## src/rtl/hci_pkg.sv

```systemverilog
// ----------------------------------------------------------------------------
// hci_pkg: shared types and constants of the Hermite curve interpolator
// Field widths, command and status codes, and the queue item format.
// ----------------------------------------------------------------------------
package hci_pkg;

   localparam int MAX_KNOTS_DEF = 32;
   localparam int QUEUE_DEPTH   = 2;

   localparam int CMD_W = 1;
   localparam int IDX_W = 5;
   localparam int ABS_W = 31;
   localparam int VAL_W = 48;
   localparam int QRY_W = 32;
   localparam int CNT_W = 6;
   localparam int STS_W = 2;

   typedef enum logic [CMD_W-1:0] {
      CMD_WRITE = 1'b0,
      CMD_EVAL  = 1'b1
   } command_type;

   typedef logic [STS_W-1:0] status_type;

   localparam status_type STATUS_INTERP = 2'd0;
   localparam status_type STATUS_EXTRAP = 2'd1;
   localparam status_type STATUS_ZERO   = 2'd2;

   // Classified item as it sits in the queue between front and back.
   typedef struct packed {
      logic                    is_eval;
      logic [IDX_W-1:0]        knot_index;
      logic [ABS_W-1:0]        abscissa;
      logic signed [VAL_W-1:0] value;
      logic signed [VAL_W-1:0] slope;
      logic [QRY_W-1:0]        magnitude;
      logic                    mag_zero;
   } item_type;

   typedef struct packed {
      logic     valid;
      item_type item;
   } head_type;

endpackage

```

## src/rtl/hci_front.sv

```systemverilog
// ----------------------------------------------------------------------------
// hci_front: input side of the interpolator
// Accept items, take the query magnitude, and hold them in a short queue.
// ----------------------------------------------------------------------------
module hci_front (
   input  logic                               clock,
   input  logic                               reset,
   input  logic                               push,
   output logic                               full,
   input  logic [hci_pkg::CMD_W-1:0]          req_command,
   input  logic [hci_pkg::IDX_W-1:0]          req_knot_index,
   input  logic [hci_pkg::ABS_W-1:0]          req_knot_abscissa,
   input  logic signed [hci_pkg::VAL_W-1:0]   req_knot_value,
   input  logic signed [hci_pkg::VAL_W-1:0]   req_knot_slope,
   input  logic signed [hci_pkg::QRY_W-1:0]   req_query_point,
   input  logic                               head_pop,
   output hci_pkg::head_type                  head
);
   import hci_pkg::*;

   localparam int QAW = (QUEUE_DEPTH > 1) ? $clog2(QUEUE_DEPTH) : 1;
   localparam int QCW = $clog2(QUEUE_DEPTH + 1);

   item_type         slot_ff [QUEUE_DEPTH];
   item_type         item_in;
   logic [QAW-1:0]   wr_ptr_ff;
   logic [QAW-1:0]   rd_ptr_ff;
   logic [QCW-1:0]   count_ff;
   logic             accept;
   logic             take;

   // classify: command decode and absolute value of the query
   always_comb begin
      item_in.is_eval    = (req_command == CMD_EVAL);
      item_in.knot_index = req_knot_index;
      item_in.abscissa   = req_knot_abscissa;
      item_in.value      = req_knot_value;
      item_in.slope      = req_knot_slope;
      item_in.magnitude  = req_query_point[QRY_W-1] ? (~req_query_point + 1'b1)
                                                    : req_query_point;
      item_in.mag_zero   = (req_query_point == '0);
   end

   assign full   = (count_ff == QCW'(QUEUE_DEPTH));
   assign accept = push & ~full;
   assign take   = head_pop & head.valid;

   always_ff @(posedge clock) begin
      if (reset) begin
         wr_ptr_ff <= '0;
         rd_ptr_ff <= '0;
         count_ff  <= '0;
      end else begin
         if (accept) begin
            wr_ptr_ff <= (wr_ptr_ff == QAW'(QUEUE_DEPTH - 1)) ? '0 : wr_ptr_ff + 1'b1;
         end
         if (take) begin
            rd_ptr_ff <= (rd_ptr_ff == QAW'(QUEUE_DEPTH - 1)) ? '0 : rd_ptr_ff + 1'b1;
         end
         case ({accept, take})
            2'b10:   count_ff <= count_ff + 1'b1;
            2'b01:   count_ff <= count_ff - 1'b1;
            default: count_ff <= count_ff;
         endcase
      end
   end

   always_ff @(posedge clock) begin
      if (accept) begin
         slot_ff[wr_ptr_ff] <= item_in;
      end
   end

   assign head.valid = (count_ff != '0);
   assign head.item  = slot_ff[rd_ptr_ff];

endmodule

```

## config.mk

```make
export PLATFORM = sky130hd
export DESIGN_NAME = hci_front
export DESIGN_NICKNAME = d
export VERILOG_FILES = /design/src/rtl/hci_pkg.sv /design/src/rtl/hci_front.sv
export SDC_FILE = /design/constraint.sdc
export NUM_CORES = 1
export LEC_CHECK = 0
export ABC_CLOCK_PERIOD_IN_PS = 15900
export BUFFER_PORTS_ARGS = -buffer_cell sky130_fd_sc_hd__buf_2
export CELL_PAD_IN_SITES_DETAIL_PLACEMENT = 0
export CELL_PAD_IN_SITES_GLOBAL_PLACEMENT = 1
export CORE_ASPECT_RATIO = 1.25
export CORE_UTILIZATION = 48
export CTS_CLUSTER_DIAMETER = 100
export DETAILED_ROUTE_END_ITERATION = 10
export GPL_TIMING_DRIVEN = 1
export PLACE_DENSITY_LB_ADDON = 0.08
export SYNTH_ARGS = -nofsm -noshare
export SYNTH_HDL_FRONTEND = slang
export SYNTH_SLANG_ARGS = --single-unit
```

## constraint.sdc

```tcl
create_clock -name clock -period 15.9 [get_ports clock]
set_clock_uncertainty 0.1 [all_clocks]
set_input_delay 1.59 -clock clock [delete_from_list [all_inputs] [get_ports clock]]
set_output_delay 1.59 -clock clock [all_outputs]
set_load 0.01 [all_outputs]
```

# ---- Yosys cells after proc, flatten, opt, wreduce, memory -nomap -nowiden
# Memory sizes are Yosys's and may differ from the RTL's. A register that Yosys moved wholly into a read port is not among the register bits.
# Index checks and enable logic that the tools add are counted.
dict set report classes {
  add_sub_neg 5
  n_bitwise 4
  eq_ne 3
  reduce_logical 3
  muxes 8
}
# op n
set op_table {}
lappend op_table {{$add A32 B1 Y32 const B} 1}
lappend op_table {{$logic_not A32 Y1} 1}
lappend op_table {{$mux W32} 1}
lappend op_table {{$not A32 Y32} 1}
lappend op_table {{$mux W1} 6}
lappend op_table {{$eq A2 B2 Y1 const B} 2}
lappend op_table {{$pmux W2 S2} 1}
lappend op_table {{$reduce_bool A2 Y1} 2}
lappend op_table {{$add A1 B1 Y1 const B} 2}
lappend op_table {{$add A2 B1 Y2 const B} 1}
lappend op_table {{$and A1 B1 Y1} 2}
lappend op_table {{$eq A2 B1 Y1 const B} 1}
lappend op_table {{$sub A2 B1 Y2 const B} 1}
lappend op_table {{$not A1 Y1} 1}
dict set report totals {
  output_inout_bits 168
  register_bits 4
  ramBits 332
  memories 1
  input_bits 169
  elab_cells 27
}
# memory words word_bits read_ports rd_ports_with_merged_regs wr line
set memory_table {}
lappend memory_table {slot_ff 2 166 1 1 1 hci_front.sv:24} ;# item_type slot_ff [QUEUE_DEPTH];

# ---- Depth between registers and ports, before layout
# Gate-level depths: netlist (run 1).
dict set report depth {
  depth_word 5
  mapped_depth 6
  ltp_nobuf 6
}

# ---- Worst setup path after synthesis (run 1)
# Ideal clock, no wire load.
dict set report synth_timing {
  path_kind {in2reg}
  start {input port push}
  end {memory slot_ff[0][0] (netlist name) (enable)}
  setup_ps 694
  arrival_ps 8570
  stages 2
  setup_slack_ps 6536
  required_ps 15106
  n_path_buf 0
  path_cell_list {nand2_1 > nor2_1}
}
dict set report synth_between {
  elab_chain_len 3
}
# element line
set synth_rtl {}
lappend synth_rtl {{from (decl)} hci_front.sv:8} ;# input logic push,
lappend synth_rtl {{$and A1 B1 Y1} hci_front.sv:45} ;# assign accept = push & ~full;
lappend synth_rtl {{$mux W1} hci_front.sv:69} ;# if (accept) begin
lappend synth_rtl {{$mux W1 (implied by the code)} hci_front.sv:70} ;# slot_ff[wr_ptr_ff] <= item_in;
lappend synth_rtl {{to (decl)} hci_front.sv:24}
# Every way passes these cells.

==> results of run 1 <==
-- worst paths after layout --
kind                             from                        end  slack [ns]  cells past startpoint
min          count_ff[1]$_SDFFE_PP0P_   count_ff[1]$_SDFFE_PP0P_        0.41                      2
max reg2reg  count_ff[0]$_SDFFE_PP0P_  slot_ff[0][152]$_DFFE_PP_       13.41                      4
max                         flip-flop                   head[11]       10.75                      4
min reg2reg  count_ff[1]$_SDFFE_PP0P_   count_ff[1]$_SDFFE_PP0P_        0.41                      2
-- registers in the layout, summed over array words and instances (netlist names), named ones only --
signal	count
count_ff	2
rd_ptr_ff	1
wr_ptr_ff	1
slot_ff	332
-- through the flow --
step | utilization | hold slack [ns] | power, mW
after global placement | 0.570 | 0.376 | 1.88
after detailed placement | 0.570 | 0.400 | 1.89
after global routing | 0.610 | 0.450 | 2.71
after CTS | 0.609 | 0.410 | 2.62
final | 0.610 | 0.406 | 2.59
after floorplan | - | 0.361 | 1.65
-- layout by cell type (no fill, tap or decap), drive strengths merged, types with 2 or more instances in the layout --
master    n
clkinv   12
bufinv    4
buf     342
o31ai     8
nor2      7
o41ai     6
nand3     4
clkbuf   40
mux2    166
or3       3
nand2b    3
ha        2
nor3      5
inv       3
or4       5
and3      2
edfxtp  332
xnor2    31
nand2    11
o21ai    11
dfxtp     5
diode     7
xor2      2
nor4      2
-- cell usage after synthesis --
cell / n
nor4_4: 1
nor4_1: 1
a21oi_1: 1
nor2_1: 7
inv_1: 3
xor2_1: 2
nand2b_1: 3
nand3_1: 3
mux2_2: 166
ha_1: 2
o21ai_0: 5
or4_4: 1
o41ai_1: 2
nor3_1: 5
xnor2_1: 31
o21ai_1: 6
edfxtp_1: 332
and3_1: 2
nand3_2: 1
or3_1: 3
o41ai_2: 4
o31ai_1: 8
buf_1: 2
and2_1: 1
dfxtp_1: 5
or4_1: 4
nand2_1: 11
clkbuf_1: 19
or2_2: 1
-- metal layers --
layer / routed length, um / share of wire
met5: 29 / 0.0011
met4: 856 / 0.031
met3: 1910 / 0.070
met2: 14100 / 0.52
met1: 10500 / 0.38
-- report_power, final --
group	switching (mW)	total, mW	internal, mW
Sequential	0.0516	1.21	1.16
Clock	0.294	0.727	0.433
Combinational	0.357	0.656	0.299
Total	0.703	2.59	1.89
-- final cells by class --
type                            count  area [um2]  area share
Timing Repair Buffer              342        1730       0.109
Inverter                            3        11.3    0.000708
Sequential cell                   337       10100       0.633
Multi-Input combinational cell    271        2650       0.166
Clock buffer                       40         840      0.0528
Tap cell                          340         425      0.0267
Antenna cell                        7        17.5     0.00110
Clock inverter                     16         170      0.0107
-- cell families (layout without fill, tap and decap cells) --
family | count (synthesis) | count (layout) | share of synthesized area
AOI/OAI and AO/OA | 26 | 26 | 0.0158
buffers and inverters | 24 | 401 | 0.00704
and+or+nand+nor | 44 | 44 | 0.0195
adders and majority gates | 2 | 2 | 0.00196
DFF | 337 | 337 | 0.787
xor gates and xnor gates | 33 | 33 | 0.0226
muxes | 166 | 166 | 0.146
other | 0 | 7 | 0
-- tightest hold or removal path: cells and delay by family (launching register included) --
kind | cells | cell delay [ns]
flip-flops | 1 | 0.32
AO/OA/AOI/OAI | 2 | 0.14
==> results by group, run 1 <==
Setup path
  • CP delay by family, top: buffers and inverters
  • Worst Setup End Kind: output port
  • Critical path buffer and inverter count: 3
  • CP Max Fanout: 85
  • Slowest stage delay, CP: 0.90 ns
  • Crit start category: flip-flop
  • Worst path most repeated cell: buf_4
  • Critical path arrival: about 3.5 ns
  • CP Class: reg2out
  • Worst path cell trace: buf_4, buf_4, mux2_2, buf_2
  • Required time of the critical path: approximately 14 ns
  • Critical-path top delay cell: buf_4

Routing
  • TritonRoute pass-1 iters: 4
  • Via count: 6954
  • DRC viols: 0
  • Wire per inst: 20.2 um
  • Post-DRT Antenna Nets: 0
  • Initial DRC count: 350
  • Final wirelength: 27300 um
  • Vias/cell: just over 5

Timing
  • Final Cycle Share: 0.324
  • Final setup violation count: 0
  • Least-Margin Pin Slew: 1.16 ns
  • RSZ-0062 raised after global routing: false
  • Max-slew violations: 0
  • Slew margin rel.: 0.227
  • Max Clock Freq: slightly below 200 MHz
  • Setup_tns: 0 ns
  • Final hold violation count: 0
  • Fin worst setup slack: 10.75 ns
  • Tmin final: 5.15 ns

Place
  • Hpwl dp: 18700 um
  • GPL Wtd Cong: 0.823
  • Placed instance area: ~0.015 mm2
  • PortBufs: between 300 and 400
  • Placed insts: between 1000 and 1500
  • Post-Place Setup Slack: approximately 11 ns

Logic synthesis
  • Register area share after synthesis: 0.787
  • Synth top area share: 0.779
  • Mapped cell area: 0.0128 mm2
  • Synth area leader: edfxtp_1
  • Count of state elements after synthesis: 337
  • Synth cell types: 29
  • Mapped Cells: 632
  • Syn Area/Cell: 20.2 um2
  • Synth area leaders: edfxtp_1 (78%), mux2_2 (15%), xnor2_1 (2.1%), dfxtp_1 (0.78%), clkbuf_1 (0.56%)
  • YS warnings: 0
  • Post-synth net total: 803

Clock tree
  • CTS Buf Count: 31
  • CTS sink cnt: 337
  • CTS H-tree depth: 1
  • Clock transition at path regs: ~0.060 ns
  • Root Buffer: clkbuf_16
  • Hold_buf cts: 0
  • Post-CTS Setup Bufs: 0
  • CTS tree: done
  • Resize count post-CTS: 0
  • Longest Clk Path Bufs: 3
  • Clk_lat worst skew: 0.54 ns

Die
  • Row count: 66
  • Chip Width: 148 um
  • Die H: 185 um
  • Core Area: ~0.026 mm2
  • Ports: 337
  • Initial Util: 0.490
  • Die area: 0.0273 mm2

Final layout
  • Share of cells above drive strength 1: 0.556
  • Fill cell count: 2012
  • Fin area: roughly 0.016 mm2
  • Net count, final: 1157
  • Layout Cells excl Fill: approximately 1400
  • Area grow syn2layout: 24.4%

GRT
  • Met1 usage: 0.236
  • Grt ovf: 0
  • Vias in the first global route: around 7300
  • Busiest grt layer: met2
  • Largest net degree at the start of global routing: 86
  • Met3 track demand over resource: 0.0399
  • Met2 usage: 0.332
  • First-pass GRT wire length: between 40000 and 50000 um
  • Initial antenna violation count: 10
  • Overall routing resource usage: 0.194

Power
  • Worst VDD drop: 0.0000987 V
  • LEAKAGE: 5.83 nW
  • Pwr Density: 163 mW/mm2

Job
  • Maximum capacitance violations: 0

Outcome
  • Run status: finished clean

Worst hold path
  • Min-delay worst type: reg2reg
Note: power is estimated with default switching activity, not from simulation.
==> inputs of run 2 (changes only) <==
Settings changed: ABC_CLOCK_PERIOD_IN_PS 15900 to 4650, CORE_UTILIZATION 48 to 40.
Clock period 15.9 ns to 4.65 ns, I/O delays scaled along.
==> run 2 against run 1 <==
  * Utilization down 9.5 points
  * Clock power grew to 3.4 times the previous value
  * Largest power group unchanged
  * Clock-buffer cell count is 7 higher
  * Worst hold slack worse by 0.36 ns
  * Via count down 1.5%
  * First-iteration DRC count is 31% lower
==> results by group, run 2 (synthesis gave the netlist of run 1 again) <==
Timing
  • Final Cycle Share: 0.653
  • RSZ-0062 raised after global routing: false
  • Hold WS: about 0.043 ns
  • Final hold violation count: 0
  • Slew margin rel.: 0.323
  • Least-Margin Pin Slew: 1.02 ns
  • Fin worst setup slack: 1.61 ns
  • Max-slew violations: 0
  • Setup_tns: 0 ns
  • Tmin final: between 3 and 4 ns
  • Max Clock Freq: 329 MHz
  • Final setup violation count: 0

Final layout
  • Sequential cell area: 0.0101 mm2
  • Fill cell count: 2723
  • Commonest non-fill, non-tap cell in the layout: buf_2
  • Area of the multi-input gates: 0.00265 mm2
  • Biggest regs: slot_ff: 332 flops, count_ff: 2 flops
  • Commonest cells after routing, fill and taps aside: buf_2 (336), edfxtp_1 (332), mux2_2 (166), clkbuf_16 (37), xnor2_1 (31)
  • Area grow syn2layout: 25.3%
  • Util after Layout: 0.514
  • Net count, final: approximately 1200
  • Max reg flops: 332
  • Layout Cells excl Fill: 1424
  • Top reg by flops: slot_ff
  • Share of cells above drive strength 1: 0.552

Clock tree
  • Root Buffer: clkbuf_16
  • Clk_lat worst skew: 0.51 ns
  • Clock transition at path regs: 0.06 ns
  • Post-CTS Setup Bufs: 0
  • CTS Buf Count: 36
  • CTS tree: done
  • CTS H-tree depth: 2
  • Longest Clk Path Bufs: 3
  • CTS sink cnt: 337
  • Resize count post-CTS: 0
  • Hold_buf cts: 0

Setup path
  • CP delay by family, top: flip-flops
  • Worst path cell trace: buf_4, mux2_2, buf_2
  • CP Class: reg2out
  • CP Max Fanout: 60
  • Crit start category: flip-flop
  • Required time of the critical path: 4.09 ns
  • Critical path buffer and inverter count: 2
  • Slowest stage delay, CP: 0.91 ns
  • Critical-path top delay cell: dfxtp_4
  • Worst Setup End Kind: output port
  • Critical path arrival: 2.47 ns

Die
  • Row count: 72
  • Initial Util: 0.410
  • Ports: approximately 340
  • Die area: roughly 0.033 mm2
  • Die H: 202 um
  • Core Area: 0.0312 mm2
  • Chip Width: roughly 160 um

GRT
  • Largest net degree at the start of global routing: 96
  • First-pass GRT wire length: 40300 um
  • Overall routing resource usage: 0.164
  • Vias in the first global route: 7091
  • Initial antenna violation count: 4
  • Grt ovf: 0

Routing
  • DRC viols: 0
  • Via count: 6850
  • Final wirelength: roughly 27000 um
  • Initial DRC count: 242
  • Wire per inst: between 15 and 20 um
  • TritonRoute pass-1 iters: 4
  • Post-DRT Antenna Nets: 0
  • Vias/cell: 4.81

Power
  • LEAKAGE: ~5.9 nW
  • Worst VDD drop: 0.000322 V
  • Pwr Density: 554 mW/mm2

Place
  • Post-Place Setup Slack: 2.01 ns
  • Hpwl dp: 18000 um
  • GPL Wtd Cong: between 0.7 and 0.8
  • Placed insts: roughly 1400
  • PortBufs: 336

Job
  • Maximum capacitance violations: 0

Worst hold path
  • Min-delay worst type: in2reg

Outcome
  • Run status: finished clean
run 2: cell type report:
cell class              instances  share of cell area
diodes                          1            0.000156
inverters                       3            0.000702
well taps                     407              0.0318
repair buffers                345               0.111
clock inverters                13             0.00343
clock buffers                  47              0.0601
flip-flops and latches        337               0.628
multi-input cells             271               0.165
run 2: path summary, 6_finish.rpt:
kind,startpoint,endpoint,slack (ns),depth (start not counted)
max,flip-flop,head[59],1.61,3
min,req_knot_value[0],slot_ff[1][81]$_DFFE_PP_,0.04,1
max reg2reg,count_ff[0]$_SDFFE_PP0P_,slot_ff[1][114]$_DFFE_PP_,2.23,3
min reg2reg,count_ff[1]$_SDFFE_PP0P_,count_ff[1]$_SDFFE_PP0P_,0.41,2
run 2: metrics by stage:
step           area, um2  power [mW]
2_1_floorplan      12800        5.54
3_3_place_gp       15000        6.51
3_5_place_dp       15000        6.52
4_1_cts            16000        9.06
5_1_grt            16000        9.34
6_report           16000        8.88
run 2: per-layer routing:
metal / share of wire / vias to the layer above / track usage
met2: 0.52 / 218 / 0.294
li1: - / 3221 / -
met3: 0.087 / 41 / 0.0593
met4: 0.020 / 6 / 0.0492
met5: 0.0012 / - / 0
met1: 0.37 / 3364 / 0.181
run 2: power by group:
group	internal (mW)	total [mW]	switching [mW]	leakage (nW)
clock network	1.45	2.49	1.04	0.493
registers	3.94	4.12	0.177	3.15
logic	1.04	2.27	1.23	2.21
total	6.43	8.88	2.45	5.85
run 2: worst register-to-register path, cell delays in order, from the launching register on:
cell,delay (ns)
dfxtp_1,0.38
nand2b_1,0.17
and3_4,0.68
buf_4,0.66
